File: src/wls_pkg.sv
`timescale 1ns / 1ps
// ----------------------------------------------------------------------------
// wls_pkg
// Shared widths, register indexes and types for the windowed level
// statistics block.
// ----------------------------------------------------------------------------
package wls_pkg;

  localparam int LEVEL_BITS = 16;
  localparam int FIELD_W    = 16;
  localparam int COUNT_W    = 32;
  localparam int TOTAL_W    = 48;
  localparam int Q8_SHIFT   = 8;
  localparam int DIVIDEND_W = TOTAL_W + Q8_SHIFT;
  localparam int STEP_W     = $clog2(DIVIDEND_W + 1);
  localparam int CFG_IDX_W  = 2;
  localparam int FIFO_DEPTH = 2;
  localparam int FIFO_PTR_W = $clog2(FIFO_DEPTH);
  localparam int FIFO_CNT_W = $clog2(FIFO_DEPTH + 1);

  localparam logic [FIELD_W-1:0] LEVEL_MASK   = FIELD_W'((1 << LEVEL_BITS) - 1);
  localparam logic [FIELD_W-1:0] WINDOW_RESET = FIELD_W'(50);
  localparam logic [COUNT_W-1:0] COUNT_LIMIT  = '1;

  typedef enum logic [CFG_IDX_W-1:0] {
    CFG_WINDOW_LENGTH = 2'd0,
    CFG_STATS_ENABLE  = 2'd1
  } cfg_index_t;

  typedef enum logic [1:0] {
    DIV_IDLE,
    DIV_RUN,
    DIV_DONE
  } div_state_t;

  // Window snapshot handed from the front to the divider.
  typedef struct packed {
    logic [COUNT_W-1:0] count;
    logic [TOTAL_W-1:0] total;
    logic [FIELD_W-1:0] lowest;
    logic [FIELD_W-1:0] highest;
    logic [FIELD_W-1:0] newest;
  } snap_t;

  typedef struct packed {
    logic full;
    logic empty;
  } fifo_stat_t;

endpackage

File: src/wls_front.sv
`timescale 1ns / 1ps
// ----------------------------------------------------------------------------
// wls_front
// Takes level samples, keeps the running window statistics and the
// configuration registers, and pushes a snapshot when a window closes.
// ----------------------------------------------------------------------------
module wls_front (
  input  logic                          clk,
  input  logic                          rst_n,
  input  logic                          in_valid,
  output logic                          in_stall,
  input  logic [wls_pkg::FIELD_W-1:0]   in_level,
  input  logic                          cfg_wr_en,
  input  logic [wls_pkg::CFG_IDX_W-1:0] cfg_index,
  input  logic [wls_pkg::FIELD_W-1:0]   cfg_wdata,
  input  wls_pkg::fifo_stat_t           fifo_stat,
  output logic                          push,
  output wls_pkg::snap_t                push_data
);

  logic [wls_pkg::FIELD_W-1:0] window_length_r;
  logic                        stats_enable_r;
  logic [wls_pkg::COUNT_W-1:0] count_r, count_nxt;
  logic [wls_pkg::TOTAL_W-1:0] total_r, total_nxt;
  logic [wls_pkg::FIELD_W-1:0] min_r, min_nxt;
  logic [wls_pkg::FIELD_W-1:0] max_r, max_nxt;
  logic [wls_pkg::FIELD_W-1:0] last_r, last_nxt;
  logic [wls_pkg::FIELD_W-1:0] lv;
  logic                        accept;
  logic                        emit;

  assign in_stall = fifo_stat.full;
  assign accept   = in_valid && !in_stall;
  assign lv       = wls_pkg::FIELD_W'(in_level[wls_pkg::LEVEL_BITS-1:0]);

  always_comb begin
    last_nxt = lv;
    min_nxt  = (lv < min_r) ? lv : min_r;
    max_nxt  = (lv > max_r) ? lv : max_r;
    // hold count and total once the count saturates
    if (count_r != wls_pkg::COUNT_LIMIT) begin
      count_nxt = count_r + wls_pkg::COUNT_W'(1);
      total_nxt = total_r + wls_pkg::TOTAL_W'(lv);
    end else begin
      count_nxt = count_r;
      total_nxt = total_r;
    end
    emit = stats_enable_r && (count_nxt >= wls_pkg::COUNT_W'(window_length_r));
  end

  assign push              = accept && emit;
  assign push_data.count   = count_nxt;
  assign push_data.total   = total_nxt;
  assign push_data.lowest  = (min_nxt == wls_pkg::LEVEL_MASK) ? '0 : min_nxt;
  assign push_data.highest = max_nxt;
  assign push_data.newest  = last_nxt;

  always_ff @(posedge clk) begin
    if (!rst_n) begin
      window_length_r <= wls_pkg::WINDOW_RESET;
      stats_enable_r  <= 1'b1;
    end else if (cfg_wr_en) begin
      unique case (cfg_index)
        wls_pkg::CFG_WINDOW_LENGTH: window_length_r <= cfg_wdata;
        wls_pkg::CFG_STATS_ENABLE:  stats_enable_r  <= cfg_wdata[0];
        default: ;
      endcase
    end
  end

  always_ff @(posedge clk) begin
    if (!rst_n) begin
      count_r <= '0;
      total_r <= '0;
      min_r   <= wls_pkg::LEVEL_MASK;
      max_r   <= '0;
      last_r  <= '0;
    end else if (accept) begin
      if (emit) begin
        // drop the window once its snapshot is queued
        count_r <= '0;
        total_r <= '0;
        min_r   <= wls_pkg::LEVEL_MASK;
        max_r   <= '0;
        last_r  <= '0;
      end else begin
        count_r <= count_nxt;
        total_r <= total_nxt;
        min_r   <= min_nxt;
        max_r   <= max_nxt;
        last_r  <= last_nxt;
      end
    end
  end

endmodule

File: src/wls_fifo.sv
`timescale 1ns / 1ps
// ----------------------------------------------------------------------------
// wls_fifo
// Short snapshot queue between the front and the divider.
// ----------------------------------------------------------------------------
module wls_fifo (
  input  logic                clk,
  input  logic                rst_n,
  input  logic                push,
  input  wls_pkg::snap_t      push_data,
  input  logic                pop,
  output wls_pkg::snap_t      pop_data,
  output wls_pkg::fifo_stat_t fifo_stat
);

  wls_pkg::snap_t                  mem [wls_pkg::FIFO_DEPTH];
  logic [wls_pkg::FIFO_PTR_W-1:0]  wr_ptr_r, rd_ptr_r;
  logic [wls_pkg::FIFO_CNT_W-1:0]  cnt_r;

  assign fifo_stat.full  = (cnt_r == wls_pkg::FIFO_CNT_W'(wls_pkg::FIFO_DEPTH));
  assign fifo_stat.empty = (cnt_r == '0);
  assign pop_data        = mem[rd_ptr_r];

  always_ff @(posedge clk) begin
    if (push) begin
      mem[wr_ptr_r] <= push_data;
    end
  end

  always_ff @(posedge clk) begin
    if (!rst_n) begin
      wr_ptr_r <= '0;
      rd_ptr_r <= '0;
      cnt_r    <= '0;
    end else begin
      if (push) begin
        wr_ptr_r <= wr_ptr_r + wls_pkg::FIFO_PTR_W'(1);
      end
      if (pop) begin
        rd_ptr_r <= rd_ptr_r + wls_pkg::FIFO_PTR_W'(1);
      end
      unique case ({push, pop})
        2'b10:   cnt_r <= cnt_r + wls_pkg::FIFO_CNT_W'(1);
        2'b01:   cnt_r <= cnt_r - wls_pkg::FIFO_CNT_W'(1);
        default: cnt_r <= cnt_r;
      endcase
    end
  end

endmodule

File: src/wls_back.sv
`timescale 1ns / 1ps
// ----------------------------------------------------------------------------
// wls_back
// Pops snapshots, computes the Q8 mean with a restoring divider (one
// quotient bit per cycle) and holds the finished request in the output
// register.
// ----------------------------------------------------------------------------
module wls_back (
  input  logic                        clk,
  input  logic                        rst_n,
  input  wls_pkg::fifo_stat_t         fifo_stat,
  input  wls_pkg::snap_t              pop_data,
  output logic                        pop,
  output logic                        out_valid,
  input  logic                        out_stall,
  output logic [wls_pkg::FIELD_W-1:0] out_window_count,
  output logic [wls_pkg::FIELD_W-1:0] out_level_min,
  output logic [wls_pkg::FIELD_W-1:0] out_level_max,
  output logic [wls_pkg::FIELD_W-1:0] out_level_last,
  output logic [wls_pkg::FIELD_W-1:0] out_level_mean_q8
);

  wls_pkg::div_state_t state_r, state_nxt;

  logic [wls_pkg::COUNT_W-1:0]    divisor_r, divisor_nxt;
  logic [wls_pkg::COUNT_W-1:0]    rem_r, rem_nxt;
  logic [wls_pkg::DIVIDEND_W-1:0] dq_r, dq_nxt;
  logic [wls_pkg::STEP_W-1:0]     step_r, step_nxt;
  logic [wls_pkg::FIELD_W-1:0]    min_r, min_nxt;
  logic [wls_pkg::FIELD_W-1:0]    max_r, max_nxt;
  logic [wls_pkg::FIELD_W-1:0]    last_r, last_nxt;

  logic                           out_valid_r, out_valid_nxt;
  logic [wls_pkg::FIELD_W-1:0]    o_count_r, o_min_r, o_max_r, o_last_r, o_mean_r;
  logic                           load_out;

  logic [wls_pkg::COUNT_W:0]      trial;
  logic [wls_pkg::COUNT_W:0]      diff;
  logic                           ge;

  assign trial = {rem_r, dq_r[wls_pkg::DIVIDEND_W-1]};
  assign diff  = trial - {1'b0, divisor_r};
  assign ge    = (trial >= {1'b0, divisor_r});

  always_comb begin
    state_nxt   = state_r;
    divisor_nxt = divisor_r;
    rem_nxt     = rem_r;
    dq_nxt      = dq_r;
    step_nxt    = step_r;
    min_nxt     = min_r;
    max_nxt     = max_r;
    last_nxt    = last_r;
    pop         = 1'b0;
    load_out    = 1'b0;
    unique case (state_r)
      wls_pkg::DIV_IDLE: begin
        if (!fifo_stat.empty) begin
          pop         = 1'b1;
          divisor_nxt = pop_data.count;
          rem_nxt     = '0;
          dq_nxt      = {pop_data.total, wls_pkg::Q8_SHIFT'(0)};
          step_nxt    = wls_pkg::STEP_W'(wls_pkg::DIVIDEND_W);
          min_nxt     = pop_data.lowest;
          max_nxt     = pop_data.highest;
          last_nxt    = pop_data.newest;
          state_nxt   = wls_pkg::DIV_RUN;
        end
      end
      wls_pkg::DIV_RUN: begin
        rem_nxt  = ge ? diff[wls_pkg::COUNT_W-1:0] : trial[wls_pkg::COUNT_W-1:0];
        dq_nxt   = {dq_r[wls_pkg::DIVIDEND_W-2:0], ge};
        step_nxt = step_r - wls_pkg::STEP_W'(1);
        if (step_r == wls_pkg::STEP_W'(1)) begin
          state_nxt = wls_pkg::DIV_DONE;
        end
      end
      wls_pkg::DIV_DONE: begin
        // wait for the output register to free up
        if (!out_valid_r || !out_stall) begin
          load_out  = 1'b1;
          state_nxt = wls_pkg::DIV_IDLE;
        end
      end
      default: state_nxt = wls_pkg::DIV_IDLE;
    endcase
  end

  always_comb begin
    out_valid_nxt = out_valid_r;
    if (load_out) begin
      out_valid_nxt = 1'b1;
    end else if (out_valid_r && !out_stall) begin
      out_valid_nxt = 1'b0;
    end
  end

  always_ff @(posedge clk) begin
    if (!rst_n) begin
      state_r     <= wls_pkg::DIV_IDLE;
      out_valid_r <= 1'b0;
    end else begin
      state_r     <= state_nxt;
      out_valid_r <= out_valid_nxt;
    end
  end

  always_ff @(posedge clk) begin
    divisor_r <= divisor_nxt;
    rem_r     <= rem_nxt;
    dq_r      <= dq_nxt;
    step_r    <= step_nxt;
    min_r     <= min_nxt;
    max_r     <= max_nxt;
    last_r    <= last_nxt;
    if (load_out) begin
      o_count_r <= divisor_r[wls_pkg::FIELD_W-1:0];
      o_min_r   <= min_r;
      o_max_r   <= max_r;
      o_last_r  <= last_r;
      o_mean_r  <= dq_r[wls_pkg::FIELD_W-1:0];
    end
  end

  assign out_valid         = out_valid_r;
  assign out_window_count  = o_count_r;
  assign out_level_min     = o_min_r;
  assign out_level_max     = o_max_r;
  assign out_level_last    = o_last_r;
  assign out_level_mean_q8 = o_mean_r;

endmodule

File: src/windowed_level_statistics_core.sv
`timescale 1ns / 1ps
// ----------------------------------------------------------------------------
// windowed_level_statistics_core
// Windowed min / max / last / Q8 mean statistics over buffer fill levels.
// ----------------------------------------------------------------------------
// Input channel (in_valid / in_stall / in_level): one level sample per
// request; a sample is taken while the snapshot queue has room.
// Output channel (out_valid / out_stall / out_*): one snapshot request each
// time the sample count reaches window_length while stats_enable is set.
// Config port (cfg_wr_en / cfg_index / cfg_wdata): index 0 is window_length,
// index 1 is stats_enable; other indexes are ignored.
// From the closing sample to out_valid, the divider pops the two-entry
// snapshot queue, runs 56 restoring divide steps for (sum * 256) / count
// and loads the output register. The divider takes a new snapshot only
// after the last one has gone to the output register; samples that close
// no window are taken every cycle until the queue fills, then in_stall rises.
// While out_stall holds a result, the divider finishes the next snapshot and
// waits; the front keeps accumulating until the queue is full.
// Reset sets window_length to 50 and stats_enable to 1, clears the window
// and drops any queued or pending snapshot.
// ----------------------------------------------------------------------------
module windowed_level_statistics_core (
  input  logic                          clk,
  input  logic                          rst_n,
  input  logic                          in_valid,
  output logic                          in_stall,
  input  logic [wls_pkg::FIELD_W-1:0]   in_level,
  output logic                          out_valid,
  input  logic                          out_stall,
  output logic [wls_pkg::FIELD_W-1:0]   out_window_count,
  output logic [wls_pkg::FIELD_W-1:0]   out_level_min,
  output logic [wls_pkg::FIELD_W-1:0]   out_level_max,
  output logic [wls_pkg::FIELD_W-1:0]   out_level_last,
  output logic [wls_pkg::FIELD_W-1:0]   out_level_mean_q8,
  input  logic                          cfg_wr_en,
  input  logic [wls_pkg::CFG_IDX_W-1:0] cfg_index,
  input  logic [wls_pkg::FIELD_W-1:0]   cfg_wdata
);

  wls_pkg::fifo_stat_t fifo_stat;
  wls_pkg::snap_t      push_data;
  wls_pkg::snap_t      pop_data;
  logic                push;
  logic                pop;

  wls_front u_front (
    .clk       (clk),
    .rst_n     (rst_n),
    .in_valid  (in_valid),
    .in_stall  (in_stall),
    .in_level  (in_level),
    .cfg_wr_en (cfg_wr_en),
    .cfg_index (cfg_index),
    .cfg_wdata (cfg_wdata),
    .fifo_stat (fifo_stat),
    .push      (push),
    .push_data (push_data)
  );

  wls_fifo u_fifo (
    .clk       (clk),
    .rst_n     (rst_n),
    .push      (push),
    .push_data (push_data),
    .pop       (pop),
    .pop_data  (pop_data),
    .fifo_stat (fifo_stat)
  );

  wls_back u_back (
    .clk               (clk),
    .rst_n             (rst_n),
    .fifo_stat         (fifo_stat),
    .pop_data          (pop_data),
    .pop               (pop),
    .out_valid         (out_valid),
    .out_stall         (out_stall),
    .out_window_count  (out_window_count),
    .out_level_min     (out_level_min),
    .out_level_max     (out_level_max),
    .out_level_last    (out_level_last),
    .out_level_mean_q8 (out_level_mean_q8)
  );

endmodule

File: config.mk
export PLATFORM = sky130hd
export DESIGN_NAME = windowed_level_statistics_core
export DESIGN_NICKNAME = d
export VERILOG_FILES = /design/src/wls_pkg.sv /design/src/wls_front.sv /design/src/wls_fifo.sv /design/src/wls_back.sv /design/src/windowed_level_statistics_core.sv
export SDC_FILE = /design/constraint.sdc
export NUM_CORES = 1
export LEC_CHECK = 0
export ABC_CLOCK_PERIOD_IN_PS = 30000
export BUFFER_PORTS_ARGS = -buffer_cell sky130_fd_sc_hd__buf_2
export CORE_MARGIN = 2
export CORE_UTILIZATION = 40
export CTS_CLUSTER_SIZE = 16
export DETAILED_ROUTE_END_ITERATION = 10
export GPL_ROUTABILITY_DRIVEN = 0
export PLACE_DENSITY_LB_ADDON = 0.05
export SLEW_MARGIN = 20
export SYNTH_ARGS = -nofsm -noshare
export SYNTH_HDL_FRONTEND = slang
export SYNTH_HIERARCHICAL = 1
export SYNTH_SLANG_ARGS = --single-unit
File: constraint.sdc
create_clock -name clk -period 30 [get_ports clk]
set_input_delay 3 -clock clk [delete_from_list [all_inputs] [get_ports clk]]
set_output_delay 3 -clock clk [all_outputs]
set_load 0.05 [all_outputs]
==> key figures <==
CTS
  • Clock transition at path regs: about 0.06 ns
  • Post-cts sizing count: 0
  • CTS H-tree depth: 3
  • Hold buffer count at cts: 0
  • Post-CTS Setup Repair Bufs: 0
  • Latest clock arrival within the worst-skew pair: a little over 0.6 ns
  • CTS Buffer Depth: 3
  • Cts bufs inserted: between 70 and 80
  • CTS tree: built
  • TritonCTS Sinks: around 650
  • Root Driver: clkbuf_16

Setup path
  • Critical Path Start Type: flip-flop
  • CP delay by family, top: simple AND/OR/NAND/NOR gates
  • Required time of the critical path: about 30 ns
  • Crit-path most repeated cell: buf_4
  • Cell Chain, Critical Path: nand4_2, or4_1, nor3_2, buf_4, nor3_1, nand3_1, nor2_1, xor2_1, ha_1, nand4_1, o21ai_0, a211oi_1, o211ai_1, nor4_2, and2_1, nor3_1, and2_4, buf_4, buf_4
  • CP max stage delay: about 0.76 ns
  • Flop-to-flop setup slack: 23.32 ns
  • WP data arrival: 6.92 ns
  • Crit Path Category: flip-flop to flip-flop
  • Critical path buffers and inverters: 3
  • Slowest CP cell: buf_4
  • Crit path capture type: flip-flop
  • Worst-path maximum fanout: between 50 and 60

Die
  • Core area: ~73000 sq um
  • Cell Rows: 99
  • Ports: approximately 120
  • Die Area: roughly 76000 sq um
  • Starting Density: 0.403
  • Die width: approximately 270 um
  • Die H: about 270 um

Run
  • Max_cap viols: 0

STA
  • Slew Limit Headroom: 0.374
  • Worst slew pin tran: approximately 0.93 ns
  • FMAX: 150 MHz
  • Final WS setup: 23.32 ns
  • Slew Viols, Final: 0
  • Final number of hold-violating endpoints: 0
  • Clock skew: about 0.014 ns
  • Tmin final: approximately 6.7 ns
  • TNS Setup: 0 ns
  • Endpoints failing setup: 0
  • Final Cycle Share: 0.223
  • Unrepaired setup endpoints after global routing: no

Outcome
  • Status: finished clean

Pwr
  • Sequential power share: 0.445
  • Internal: between 1.5 and 2 mW
  • LEAKAGE: between 10 and 15 nW
  • Sw frac: 0.295
  • Worst VDD drop: 0.0651 mV
  • P per Cell Area: between 70 and 80 nW/um^2
  • Total power: about 2.5 mW
  • Net switching power: roughly 0.75 mW
  • Comb pwr share: 0.207
  • Clock share of power: 0.347

Logic synthesis
  • Number of synthesized register bits: about 650
  • Mapped Area: 29400 sq um
  • Mapped Nets: around 2500
  • Post-synth top area share: 0.522
  • Mean Syn Cell Area: between 10 and 15 sq um
  • EDFF count, synth: 510
  • Cells after synthesis: 2405
  • Area contributors post-synth: edfxtp_1 52%, dfxtp_1 9.3%, mux2_2 5.0%, nand2_1 4.3%, ha_1 4.2%
  • Cell taking the most area after synthesis: edfxtp_1
  • Yosys warnings: 6
  • Unique masters post-synth: between 80 and 90
  • Sequential share of the synthesized area: 0.615
  • Most used flip-flop cell after synthesis: edfxtp_1
  • Ys async rst share: 0

Global routing
  • Vias in the first global route: between 15000 and 20000
  • Largest net degree at the start of global routing: 59
  • Initial antenna violation count: 2
  • Gr ovfl total: 0
  • First-pass GRT wire length: 107 mm
  • Tot GR Track Use: 0.185

Placed design
  • Placed Cells incl. Taps: around 3400
  • DP Area: just over 30000 sq um
  • IO buf count: 120
  • DPL Wire Length: roughly 45 mm
  • Dpl ws: 23.22 ns

Routing
  • Remaining DRCs: 0
  • Initial DRC count: 1204
  • TritonRoute pass-1 iters: 5
  • Vias per inst: roughly 5.2
  • Vias: roughly 18000
  • Final ANT Viol Nets: 0
  • DR WL/cell: a little under 20 um
  • DRT Wirelength: just under 70 mm

Cells and area
  • Layout area overhead: 13.0%
  • Most frequent cells in the layout: 510 x edfxtp_1, 339 x nand2_1, 184 x nor2_1
  • Nets: between 2000 and 3000
  • Fin cells: roughly 3500
  • Antenna fix cells: 0
  • Most common cell after layout, fill and taps aside: edfxtp_1
  • Final instance area: 33200 sq um
  • Share of layout cells above drive strength 1: 0.172

Hold path
  • Hold Path Class: flip-flop to flip-flop
==> per-layer routing <==
| metal | vias up | share of wire | GRT usage |
|---|---|---|---|
| met3 | 97 | 0.039 | 0.0276 |
| met2 | 336 | 0.45 | 0.289 |
| met5 | - | 0.00013 | 0 |
| li1 | 8893 | - | - |
| met1 | 9019 | 0.49 | 0.267 |
| met4 | 2 | 0.021 | 0.0528 |
==> logic make-up after synthesis <==
kind of cell	after synthesis	synth area share
AO/OA/AOI/OAI	372	0.0880
XOR/XNOR	143	0.0427
adder cells (fa/ha/maj)	101	0.0435
buffers and inverters	228	0.0363
flip-flops	647	0.615
multiplexers	150	0.0568
AND/OR/NAND/NOR	764	0.118
==> final cells by class <==
type                       instances  area, sq um
clock buffer                     102         2110
clock inverter                    36          292
fill                            6659        39700
inverter                         101          379
multi-input combinational       1530        10300
sequential                       647        18100
tap                              959         1200
timing repair buffer             150          826
==> per-stage QoR <==
stage / util / hold WS (ns)
after global placement: 0.423 / 0.404
after global routing: 0.456 / 0.423
after CTS: 0.455 / 0.419
final: 0.456 / 0.417
after floorplan: - / 0.400
after detailed placement: 0.423 / 0.405
==> worst paths after layout <==
kind / from / end / cells after the start
worst max-delay path: u_front/count_r[24] / u_fifo/mem[1][11] / 19
worst min-delay path: u_back/max_r[11] / u_back/out_level_max[11] / 0
worst max register to register: u_front/count_r[24] / u_fifo/mem[1][11] / 19
worst min register to register: u_back/max_r[11] / u_back/out_level_max[11] / 0
==> registers in the layout, summed over array words and instances (netlist names), 32 cells and up, named ones only <==
| name | count |
|---|---|
| u_back/rem_r | 32 |
| u_back/divisor_r | 32 |
| u_front/total_r | 48 |
| u_fifo/mem | 256 |
| u_back/dq_r | 56 |
| u_front/count_r | 32 |
==> power by group through the flow <==
stage | Combinational (mW) | Sequential [mW] | Clock [mW]
3_3_place_gp | 0.527 | 1.15 | 0
6_report | 0.527 | 1.13 | 0.882
4_1_cts | 0.532 | 1.13 | 0.910
3_5_place_dp | 0.529 | 1.15 | 0
5_1_grt | 0.588 | 1.14 | 0.944
2_1_floorplan | 0.403 | 1.14 | 0
==> Yosys cell counts (all sizes together), types with 37 or more instances <==
master and count:
dfxtp 137, nand2 340, ha 99, xnor2 79, buf 70, mux2 131
nor2 188, inv 101, nor3 37, xor2 64, a22o 40, clkbuf 57
nand3 47, a21oi 86, edfxtp 510, o21ai 81, nand4 40
==> worst register-to-register path: cells and delay by family, from the launching register on <==
family	cells	cell delay [ns]
xor+xnor	1	0.18
flops	1	0.53
simple gates	11	2.98
buf+inv	3	1.69
fa+ha+maj	1	0.35
compound gates	3	0.51
Note: power is estimated with default switching activity, not from simulation.
